[config.mk]
export PLATFORM = sky130hd
export DESIGN_NAME = status_led_animator_flat
export DESIGN_NICKNAME = d
export VERILOG_FILES = /design/src/design/sla_pkg.sv /design/src/design/sla_in_if.sv /design/src/design/sla_out_if.sv /design/src/design/sla_lane.sv /design/src/design/sla_ctrl.sv /design/src/design/status_led_animator.sv /design/src/flat_wrapper.sv
export SDC_FILE = /design/constraint.sdc
export NUM_CORES = 2
export LEC_CHECK = 0
export BUFFER_PORTS_ARGS = -buffer_cell sky130_fd_sc_hd__buf_2
export CORE_UTILIZATION = 36
export CTS_BUF_LIST = sky130_fd_sc_hd__clkbuf_8
export CTS_CLUSTER_SIZE = 25
export DETAILED_ROUTE_END_ITERATION = 16
export PLACE_DENSITY = 0.49
export SLEW_MARGIN = 5
export SYNTH_ARGS = -nofsm -noshare
export SYNTH_HDL_FRONTEND = slang
export SYNTH_SLANG_ARGS = --single-unit
[constraint.sdc]
create_clock -name clk -period 9.2 [get_ports clk]
set_clock_uncertainty 0.15 [all_clocks]
set_input_delay 1.38 -clock clk [delete_from_list [all_inputs] [get_ports clk]]
set_output_delay 1.38 -clock clk [all_outputs]
set_load 0.01 [all_outputs]
[src/design/sla_pkg.sv]
`timescale 1ns / 1ps
package sla_pkg;

  localparam int PULSE_PERIOD     = 1000;
  localparam int FADE_TICKS       = 3000;
  localparam int FLASH_STEP_TICKS = 150;
  localparam int FLASH_STEP_COUNT = 6;

  // alarm brightness is c*(15P+170x)/(100P)
  localparam int ALARM_DEN = 100 * PULSE_PERIOD;
  localparam int MUL_MAX   = (ALARM_DEN > FADE_TICKS) ? ALARM_DEN : FADE_TICKS;

  localparam int PP_W   = $clog2(PULSE_PERIOD);
  localparam int FADE_W = $clog2(FADE_TICKS + 1);
  localparam int M_W    = $clog2(MUL_MAX + 1);
  localparam int ACC_W  = M_W + 8;
  localparam int CNT_W  = 4;

  localparam logic [1:0] KIND_TICK  = 2'd0;
  localparam logic [1:0] KIND_SET   = 2'd1;
  localparam logic [1:0] KIND_FLASH = 2'd2;

  localparam logic [2:0] MODE_STAND   = 3'd0;
  localparam logic [2:0] MODE_SIT     = 3'd1;
  localparam logic [2:0] MODE_WALK    = 3'd2;
  localparam logic [2:0] MODE_DIZZY   = 3'd3;
  localparam logic [2:0] MODE_ALARM   = 3'd4;
  localparam logic [2:0] MODE_RECOVER = 3'd5;

  localparam logic [2:0] REG_STAND = 3'd0;
  localparam logic [2:0] REG_SIT   = 3'd1;
  localparam logic [2:0] REG_WALK  = 3'd2;
  localparam logic [2:0] REG_DIZZY = 3'd3;
  localparam logic [2:0] REG_ALARM = 3'd4;
  localparam logic [2:0] REG_FLASH = 3'd5;

  localparam logic [23:0] RST_STAND = 24'h0000FF;
  localparam logic [23:0] RST_SIT   = 24'h00FFFF;
  localparam logic [23:0] RST_WALK  = 24'h00FF00;
  localparam logic [23:0] RST_DIZZY = 24'hFFBF00;
  localparam logic [23:0] RST_ALARM = 24'hFF0000;
  localparam logic [23:0] RST_FLASH = 24'hA000FF;

  typedef struct packed {
    logic             show;
    logic             calc;
    logic [23:0]      rgb;
    logic [23:0]      a_rgb;
    logic [23:0]      b_rgb;
    logic [M_W-1:0]   m1;
    logic [M_W-1:0]   m2;
    logic [ACC_W-1:0] dvs;
  } sla_job_t;

  typedef struct packed {
    logic load;
    logic mul;
    logic div;
  } sla_lane_ctl_t;

  typedef struct packed {
    logic       show;
    logic [7:0] red;
    logic [7:0] green;
    logic [7:0] blue;
  } sla_pix_t;

endpackage

[src/design/sla_in_if.sv]
`timescale 1ns / 1ps
interface sla_in_if;
  logic       valid;
  logic       ready;
  logic [1:0] kind;
  logic [2:0] new_mode;

  modport source (output valid, output kind, output new_mode, input ready);
  modport sink (input valid, input kind, input new_mode, output ready);
endinterface

[src/design/sla_out_if.sv]
`timescale 1ns / 1ps
interface sla_out_if;
  logic       valid;
  logic       ready;
  logic       show;
  logic [7:0] red;
  logic [7:0] green;
  logic [7:0] blue;

  modport source (output valid, output show, output red, output green, output blue,
                  input ready);
  modport sink (input valid, input show, input red, input green, input blue,
                output ready);
endinterface

[src/design/sla_lane.sv]
`timescale 1ns / 1ps
module sla_lane (
  input  logic                         clk,
  input  sla_pkg::sla_lane_ctl_t       ctl,
  input  logic [7:0]                   a,
  input  logic [7:0]                   b,
  input  logic [sla_pkg::M_W-1:0]      m1,
  input  logic [sla_pkg::M_W-1:0]      m2,
  input  logic [sla_pkg::ACC_W-1:0]    dvs,
  output logic [7:0]                   q
);

  logic [7:0]                a_r;
  logic [7:0]                b_r;
  logic [sla_pkg::M_W-1:0]   m1_r;
  logic [sla_pkg::M_W-1:0]   m2_r;
  logic [sla_pkg::ACC_W-1:0] acc_r;
  logic [sla_pkg::ACC_W-1:0] d_r;
  logic [7:0]                q_r;
  logic [sla_pkg::ACC_W-1:0] mul_nxt;

  // one multiplier bit per cycle, MSB first: acc = 2*acc + a_bit*m1 + b_bit*m2
  always_comb begin
    mul_nxt = {acc_r[sla_pkg::ACC_W-2:0], 1'b0};
    if (a_r[7]) begin
      mul_nxt = mul_nxt + sla_pkg::ACC_W'(m1_r);
    end
    if (b_r[7]) begin
      mul_nxt = mul_nxt + sla_pkg::ACC_W'(m2_r);
    end
  end

  always_ff @(posedge clk) begin
    if (ctl.load) begin
      a_r   <= a;
      b_r   <= b;
      m1_r  <= m1;
      m2_r  <= m2;
      acc_r <= '0;
      d_r   <= dvs;
      q_r   <= '0;
    end else if (ctl.mul) begin
      acc_r <= mul_nxt;
      a_r   <= {a_r[6:0], 1'b0};
      b_r   <= {b_r[6:0], 1'b0};
    end else if (ctl.div) begin
      // restoring divide, one quotient bit per cycle, divisor walks down
      if (acc_r >= d_r) begin
        acc_r <= acc_r - d_r;
        q_r   <= {q_r[6:0], 1'b1};
      end else begin
        q_r   <= {q_r[6:0], 1'b0};
      end
      d_r <= d_r >> 1;
    end
  end

  assign q = q_r;

endmodule

[src/design/sla_ctrl.sv]
`timescale 1ns / 1ps
module sla_ctrl (
  input  logic              clk,
  input  logic              rst_n,
  input  logic              cfg_we,
  input  logic [2:0]        cfg_index,
  input  logic [23:0]       cfg_wdata,
  input  logic              accept,
  input  logic [1:0]        kind,
  input  logic [2:0]        new_mode,
  output sla_pkg::sla_job_t job
);

  logic [23:0] stand_r, sit_r, walk_r, dizzy_r, alarm_r, flash_r;

  logic [2:0]                 mode_r, mode_nxt;
  logic [sla_pkg::PP_W-1:0]   pp_r, pp_nxt;
  logic [sla_pkg::FADE_W-1:0] fade_r, fade_nxt;
  logic                       fl_act_r, fl_act_nxt;
  logic [2:0]                 fl_step_r, fl_step_nxt;
  logic [7:0]                 fl_el_r, fl_el_nxt;

  logic [1:0]               steady_sel;
  logic [23:0]              steady_rgb;
  logic [7:0]               el_inc;
  logic [2:0]               step_inc;
  logic [sla_pkg::PP_W-1:0] x;
  logic [sla_pkg::M_W-1:0]  num;

  assign steady_sel = (kind == sla_pkg::KIND_SET) ? new_mode[1:0] : mode_r[1:0];

  always_comb begin
    case (steady_sel)
      2'd0:    steady_rgb = stand_r;
      2'd1:    steady_rgb = sit_r;
      2'd2:    steady_rgb = walk_r;
      default: steady_rgb = dizzy_r;
    endcase
  end

  always_comb begin
    mode_nxt    = mode_r;
    pp_nxt      = pp_r;
    fade_nxt    = fade_r;
    fl_act_nxt  = fl_act_r;
    fl_step_nxt = fl_step_r;
    fl_el_nxt   = fl_el_r;
    el_inc      = fl_el_r;
    step_inc    = fl_step_r;
    x           = '0;
    num         = '0;
    job         = '0;
    case (kind)
      sla_pkg::KIND_SET: begin
        if (new_mode <= sla_pkg::MODE_RECOVER) begin
          mode_nxt = new_mode;
          pp_nxt   = '0;
          fade_nxt = '0;
          if (new_mode <= sla_pkg::MODE_DIZZY) begin
            job.show = 1'b1;
            job.rgb  = steady_rgb;
          end
        end
      end
      sla_pkg::KIND_FLASH: begin
        fl_act_nxt  = 1'b1;
        fl_step_nxt = '0;
        fl_el_nxt   = '0;
      end
      sla_pkg::KIND_TICK: begin
        pp_nxt = (pp_r == sla_pkg::PP_W'(sla_pkg::PULSE_PERIOD - 1)) ? '0 : pp_r + 1'b1;
        if (fade_r < sla_pkg::FADE_W'(sla_pkg::FADE_TICKS)) begin
          fade_nxt = fade_r + 1'b1;
        end
        if (fl_act_r) begin
          el_inc    = (fl_el_r < 8'd255) ? fl_el_r + 8'd1 : fl_el_r;
          fl_el_nxt = el_inc;
          if (el_inc >= 8'(sla_pkg::FLASH_STEP_TICKS)) begin
            step_inc    = fl_step_r + 3'd1;
            fl_step_nxt = step_inc;
            fl_el_nxt   = '0;
            if (step_inc >= 3'(sla_pkg::FLASH_STEP_COUNT)) begin
              // flash over: hand the pixel back to the mode
              fl_act_nxt = 1'b0;
              if (mode_r <= sla_pkg::MODE_DIZZY) begin
                job.show = 1'b1;
                job.rgb  = steady_rgb;
              end
            end
          end
        end
        if (fl_act_nxt) begin
          job.show = 1'b1;
          job.rgb  = fl_step_nxt[0] ? 24'd0 : flash_r;
        end else if (mode_r == sla_pkg::MODE_ALARM) begin
          x = ({1'b0, pp_nxt, 1'b0} < (sla_pkg::PP_W + 2)'(sla_pkg::PULSE_PERIOD)) ?
              pp_nxt : sla_pkg::PP_W'(sla_pkg::PULSE_PERIOD) - pp_nxt;
          num = sla_pkg::M_W'(15 * sla_pkg::PULSE_PERIOD) +
                sla_pkg::M_W'(x) * sla_pkg::M_W'(170);
          job.calc  = 1'b1;
          job.a_rgb = alarm_r;
          job.m1    = num;
          job.dvs   = sla_pkg::ACC_W'(sla_pkg::ALARM_DEN) << 7;
        end else if (mode_r == sla_pkg::MODE_RECOVER) begin
          // f*(T-e) + w*e equals f*T + (w-f)*e without a sign
          job.calc  = 1'b1;
          job.a_rgb = dizzy_r;
          job.b_rgb = walk_r;
          job.m1    = sla_pkg::M_W'(sla_pkg::FADE_TICKS) - sla_pkg::M_W'(fade_nxt);
          job.m2    = sla_pkg::M_W'(fade_nxt);
          job.dvs   = sla_pkg::ACC_W'(sla_pkg::FADE_TICKS) << 7;
        end
      end
      default: ;
    endcase
  end

  always_ff @(posedge clk) begin
    if (!rst_n) begin
      stand_r   <= sla_pkg::RST_STAND;
      sit_r     <= sla_pkg::RST_SIT;
      walk_r    <= sla_pkg::RST_WALK;
      dizzy_r   <= sla_pkg::RST_DIZZY;
      alarm_r   <= sla_pkg::RST_ALARM;
      flash_r   <= sla_pkg::RST_FLASH;
      mode_r    <= sla_pkg::MODE_STAND;
      pp_r      <= '0;
      fade_r    <= '0;
      fl_act_r  <= 1'b0;
      fl_step_r <= '0;
      fl_el_r   <= '0;
    end else begin
      if (cfg_we) begin
        case (cfg_index)
          sla_pkg::REG_STAND: stand_r <= cfg_wdata;
          sla_pkg::REG_SIT:   sit_r   <= cfg_wdata;
          sla_pkg::REG_WALK:  walk_r  <= cfg_wdata;
          sla_pkg::REG_DIZZY: dizzy_r <= cfg_wdata;
          sla_pkg::REG_ALARM: alarm_r <= cfg_wdata;
          sla_pkg::REG_FLASH: flash_r <= cfg_wdata;
          default: ;
        endcase
      end
      if (accept) begin
        mode_r    <= mode_nxt;
        pp_r      <= pp_nxt;
        fade_r    <= fade_nxt;
        fl_act_r  <= fl_act_nxt;
        fl_step_r <= fl_step_nxt;
        fl_el_r   <= fl_el_nxt;
      end
    end
  end

endmodule

[src/design/status_led_animator.sv]
`timescale 1ns / 1ps
// Status pixel animator. Each accepted item (tick, mode set, flash start) yields
// exactly one result; show=0 results carry black. Items that draw nothing, a
// steady color or a flash step have their result ready in the cycle after the
// transfer. Alarm pulse and recovery fade ticks are computed by three channel
// lanes that each run 8 bit-serial multiply steps and 8 restoring divide steps;
// then the color is registered and moved on to the output register.
// One item is in work at a time; a new item is taken while the previous result
// waits in the output register.
// Configuration is six 24-bit packed colors (red in bits 23:16), index 0..5.
module status_led_animator (
  input  logic             clk,
  input  logic             rst_n,
  sla_in_if.sink           in_ch,
  sla_out_if.source        out_ch,
  input  logic             cfg_we,
  input  logic [2:0]       cfg_index,
  input  logic [23:0]      cfg_wdata
);

  typedef enum logic [2:0] {
    ST_IDLE = 3'b001,
    ST_CALC = 3'b010,
    ST_WRAP = 3'b100
  } sla_state_t;

  sla_state_t state_r;
  logic [sla_pkg::CNT_W-1:0] cnt_r;

  sla_pkg::sla_job_t      job;
  sla_pkg::sla_lane_ctl_t lane_ctl;
  sla_pkg::sla_pix_t      res_r, out_r;
  logic                   res_valid_r, out_valid_r;
  logic                   accept;
  logic                   out_free;
  logic [7:0]             lane_q [3];

  assign in_ch.ready = (state_r == ST_IDLE) && !res_valid_r;
  assign accept      = in_ch.valid && in_ch.ready;
  assign out_free    = !out_valid_r || out_ch.ready;

  sla_ctrl u_ctrl (
    .clk       (clk),
    .rst_n     (rst_n),
    .cfg_we    (cfg_we),
    .cfg_index (cfg_index),
    .cfg_wdata (cfg_wdata),
    .accept    (accept),
    .kind      (in_ch.kind),
    .new_mode  (in_ch.new_mode),
    .job       (job)
  );

  assign lane_ctl.load = accept && job.calc;
  assign lane_ctl.mul  = (state_r == ST_CALC) && !cnt_r[sla_pkg::CNT_W-1];
  assign lane_ctl.div  = (state_r == ST_CALC) && cnt_r[sla_pkg::CNT_W-1];

  for (genvar i = 0; i < 3; i++) begin : g_lane
    sla_lane u_lane (
      .clk (clk),
      .ctl (lane_ctl),
      .a   (job.a_rgb[8*i +: 8]),
      .b   (job.b_rgb[8*i +: 8]),
      .m1  (job.m1),
      .m2  (job.m2),
      .dvs (job.dvs),
      .q   (lane_q[i])
    );
  end

  always_ff @(posedge clk) begin
    if (!rst_n) begin
      state_r     <= ST_IDLE;
      cnt_r       <= '0;
      res_valid_r <= 1'b0;
      out_valid_r <= 1'b0;
    end else begin
      // advance the pending result into the output register
      if (res_valid_r && out_free) begin
        out_valid_r <= 1'b1;
        res_valid_r <= 1'b0;
      end else if (out_ch.ready) begin
        out_valid_r <= 1'b0;
      end
      case (state_r)
        ST_IDLE: begin
          if (accept) begin
            if (job.calc) begin
              state_r <= ST_CALC;
              cnt_r   <= '0;
            end else begin
              res_valid_r <= 1'b1;
            end
          end
        end
        ST_CALC: begin
          cnt_r <= cnt_r + 1'b1;
          if (cnt_r == '1) begin
            state_r <= ST_WRAP;
          end
        end
        ST_WRAP: begin
          res_valid_r <= 1'b1;
          state_r     <= ST_IDLE;
        end
        default: state_r <= ST_IDLE;
      endcase
    end
  end

  always_ff @(posedge clk) begin
    if (accept && !job.calc) begin
      res_r.show  <= job.show;
      res_r.red   <= job.rgb[23:16];
      res_r.green <= job.rgb[15:8];
      res_r.blue  <= job.rgb[7:0];
    end else if (state_r == ST_WRAP) begin
      res_r.show  <= 1'b1;
      res_r.red   <= lane_q[2];
      res_r.green <= lane_q[1];
      res_r.blue  <= lane_q[0];
    end
    if (res_valid_r && out_free) begin
      out_r <= res_r;
    end
  end

  assign out_ch.valid = out_valid_r;
  assign out_ch.show  = out_r.show;
  assign out_ch.red   = out_r.red;
  assign out_ch.green = out_r.green;
  assign out_ch.blue  = out_r.blue;

endmodule

[src/flat_wrapper.sv]
// flat-port wrapper written by rule: the top's interface ports become plain ports
module status_led_animator_flat 
  (clk, rst_n, cfg_we, cfg_index, cfg_wdata, in_ch_valid, in_ch_kind, in_ch_new_mode, in_ch_ready, out_ch_valid, out_ch_show, out_ch_red, out_ch_green, out_ch_blue, out_ch_ready);
  sla_in_if in_ch_i ();
  sla_out_if out_ch_i ();
  input  logic clk;
  input  logic rst_n;
  input  logic cfg_we;
  input  logic [2:0] cfg_index;
  input  logic [23:0] cfg_wdata;
  input wire logic [$bits(in_ch_i.valid)-1:0] in_ch_valid;
  input wire logic [$bits(in_ch_i.kind)-1:0] in_ch_kind;
  input wire logic [$bits(in_ch_i.new_mode)-1:0] in_ch_new_mode;
  output wire logic [$bits(in_ch_i.ready)-1:0] in_ch_ready;
  output wire logic [$bits(out_ch_i.valid)-1:0] out_ch_valid;
  output wire logic [$bits(out_ch_i.show)-1:0] out_ch_show;
  output wire logic [$bits(out_ch_i.red)-1:0] out_ch_red;
  output wire logic [$bits(out_ch_i.green)-1:0] out_ch_green;
  output wire logic [$bits(out_ch_i.blue)-1:0] out_ch_blue;
  input wire logic [$bits(out_ch_i.ready)-1:0] out_ch_ready;
  assign in_ch_i.valid = in_ch_valid;
  assign in_ch_i.kind = in_ch_kind;
  assign in_ch_i.new_mode = in_ch_new_mode;
  assign in_ch_ready = in_ch_i.ready;
  assign out_ch_valid = out_ch_i.valid;
  assign out_ch_show = out_ch_i.show;
  assign out_ch_red = out_ch_i.red;
  assign out_ch_green = out_ch_i.green;
  assign out_ch_blue = out_ch_i.blue;
  assign out_ch_i.ready = out_ch_ready;
  status_led_animator u_core (.clk(clk), .rst_n(rst_n), .in_ch(in_ch_i), .out_ch(out_ch_i), .cfg_we(cfg_we), .cfg_index(cfg_index), .cfg_wdata(cfg_wdata));
endmodule
==> impl_metrics.toml <==
[timing]
rsz0062_at_grt = "no"
final_hold_viol_count = 0
slew_headroom = 0.210
tns_ps = 0
max_freq_mhz = 138
min_period_over_period = 0.788
setup_ws_ps = 1950
finalWorstPathRequiredPeriod_ps = 7250
setup_viol = 0
worst_slew_pin_slew_ps = 1190
slew_viol_final = 0

[synthesis]
synth_xor_area_frac = 0.0642
synthSimpleGateAreaFrac = 0.197
yosysWarnings = 0
synthCells = 3618
synth-async-reset-ratio = 0
avgSynthCellArea_sq_um = 8.33
synth_top_family_by_area = "compound AO/OA/AOI/OAI gates"
synth_cell_types = 90
ys_ff_latch = 440
synth_edf_count = 151
synthMuxAreaShare = 0.0477
synth_compound_area_frac = 0.212
synth_area_sq_um = 30100
synthAdderAreaFrac = 0.0972
syn_nets = 3877
synthFlopType = "dfxtp_1"
seq_area_frac_synth = 0.343

[detailed_routing]
dr.pass1.iters = 5
wl_met1_microns = 46800
wl_per_cell_microns = 19.5
met2_length_microns = 40400
viasPerCell = 5.51
drc = 0
vias = 26309
drt_iter0_drc = 1752
dr.max_layer_used = "met4"
finalWirelength_microns = 93200
wl_met3_microns = 4470
ant_nets = 0

[global_route]
grt_overflow = 0
grt_pass1_wl_microns = 148000
grt_usage = 0.219
grt_pass1_vias = 25728
grt_max_degree = 71
grt_antenna_before_repair = 2

[setup_path]
required_ps = 9480
crit_path_end_kind = "flop"
rrSetupSlack_ps = 1950
critical_path_class = "reg -> reg"
crit_path_max_fanout = 8
arrival_ps = 7530
cp-start-kind = "flop"

[run]
max_cap_violations = 0

[pwr]
p_leak_nw = 13.4
p_total_w = 0.00517
max-vdd-ir-drop_uv = 88.0
p_per_area_nw_per_um2 = 156

[clock_network]
cts_resized = 0
clock_sinks = 440
numCtsBuffers = 86
cts_tree = "yes"
cts_max_level = 3
cts_root_buffer = "clkbuf_8"
postCtsSetupRepairBufs = 0
cts_hold_buf = 0
clk_latency_ps = 710
clockBufferDepth = 3
cts.clk_slew.worst_paths_ps = 60

[floorplan]
fp.coreArea_sq_um = 82500
start_util = 0.365
dieWidth_microns = 291
io_pins = 64
die_h_microns = 291
std_cell_rows = 105
die_area_sq_um = 84800

[layout]
drive_gt1_frac = 0.0881
final_net_count = 3887
area_growth_pct = 10.1
layout_commonest_cell = "nand2_1"
layout_common_cells = "nand2_1 (539), a21oi_1 (317), nor2_1 (300), dfxtp_1 (288), o21ai_0 (218)"
layout.area.seq_sq_um = 10300
multiInputGateArea_sq_um = 18700
fillers = 8461

[placement]
numPortBuffers = 63
gp_congestion = 0.852
dp_slack_ps = 1920
dpl.hpwl_microns = 65800

[hold_path]
min_path_type = "reg -> reg"

[status]
outcome = "finished, final reports clean"
-- cell usage after synthesis (9+ instances only) --
library cell    n  area, sq um
a211oi_1       62          465
a21o_1         67          503
a21oi_1       318         1590
a22o_1         25          219
a22oi_1        39          293
a311oi_1        9         78.8
a31oi_1        35          219
and2_1         19          119
and3_1         28          175
buf_2          20          100
clkbuf_1      155          582
dfxtp_1       289         5790
edfxtp_1      151         4530
fa_1           20          400
ha_1          202         2530
inv_1         126          473
mux2_2         28          315
mux2i_1        58          581
mux4_2         24          541
nand2_1       540         2030
nand2b_1       41          257
nand3_1       134          671
nand3b_1       16          120
nand4_1        37          231
nor2_1        305         1140
nor2b_1        25          156
nor3_1         61          305
nor3b_1         9         67.6
nor4_1         12         75.1
o211ai_1       45          338
o21a_1         36          270
o21ai_0       218         1090
o21bai_1       30          225
o22ai_1        20          125
o31ai_1        12         90.1
or2_2          15         93.8
or3_1          24          150
xnor2_1       132         1160
xor2_1         89          780
-- sequential cells by signal, indices dropped and copies added, names as in the netlist, 10 cells and up --
register	count
u_core.g_lane.u_lane.m2_r	12
u_core.u_ctrl.walk_r	24
u_core.g_lane.u_lane.m1_r	17
u_core.g_lane.u_lane.b_r	24
u_core.g_lane.u_lane.a_r	24
u_core.res_r	25
u_core.u_ctrl.fade_r	12
u_core.u_ctrl.flash_r	24
u_core.u_ctrl.sit_r	24
u_core.u_ctrl.pp_r	10
u_core.g_lane.u_lane.q	24
u_core.u_ctrl.dizzy_r	24
u_core.u_ctrl.stand_r	24
u_core.g_lane.u_lane.acc_r	75
u_core.g_lane.u_lane.d_r	24
u_core.u_ctrl.alarm_r	24
-- report_power, final --
| group | switching [W] | internal [W] | leakage, nW |
|---|---|---|---|
| Clock | 0.000921 | 0.00103 | 0.993 |
| Sequential | 0.000104 | 0.00211 | 3.78 |
| Combinational | 0.000585 | 0.000422 | 8.63 |
-- through the flow --
stage,utilization,instances,hold slack (ps),area [sq um]
final,0.402,4771,256,33200
after global routing,0.402,4771,252,33200
after CTS,0.402,4769,245,33200
after detailed placement,0.382,4610,256,31500
after global placement,0.382,4610,252,31500
after floorplan,-,3618,250,30100
-- critical path, stage by stage (launching register included) --
cell and delay (ps):
dfxtp_1 430, ha_1 370, and4_2 290, nand2_1 70, xor2_1 170, or3b_1 370, or3_4 400, o21ai_1 440
nand2b_1 130, xnor2_1 240, ha_1 310, fa_1 550, ha_1 390, inv_1 80, fa_1 500, inv_1 40
ha_1 320, a21oi_1 140, o21a_1 180, o21ai_0 140, o41ai_1 440, o21bai_1 110, a21oi_1 180, xnor2_1 190
nand3_1 130, xnor2_1 190, o21ai_2 60
-- cells by family (layout without fill, tap and decap cells) --
logic type | count (synthesis) | count (layout)
simple gates | 1301 | 1301
compound gates | 1012 | 1012
other cells | 0 | 2
fa+ha+maj | 222 | 222
xor+xnor | 221 | 221
buf+inv | 312 | 393
flops | 440 | 440
mux | 110 | 110
-- path summary, 6_finish.rpt --
check / from / to / cells past startpoint
hold / removal: u_core.res_r[24] / u_core.out_ch.show / 0
hold reg to reg: u_core.res_r[24] / u_core.out_ch.show / 0
setup reg to reg: u_core.u_ctrl.pp_r[0] / u_core.g_lane[0].u_lane.m1_r[16] / 26
setup / recovery: u_core.u_ctrl.pp_r[0] / u_core.g_lane[0].u_lane.m1_r[16] / 26
-- per-layer routing --
metal / GRT usage / up-vias
li1: - / 13111
met1: 0.318 / 12534
met2: 0.340 / 552
met3: 0.0334 / 112
met4: 0.0476 / 0
met5: 0 / -
-- area by class of cell --
type                    instances  share of cell area
repair buffers                105              0.0190
well taps                    1070              0.0404
inverters                     129              0.0148
clock inverters                65              0.0110
diodes                          2            0.000151
clock buffers                  94              0.0390
flip-flops and latches        440               0.311
multi-input cells            2866               0.565
Note: power is estimated with default switching activity, not from simulation.
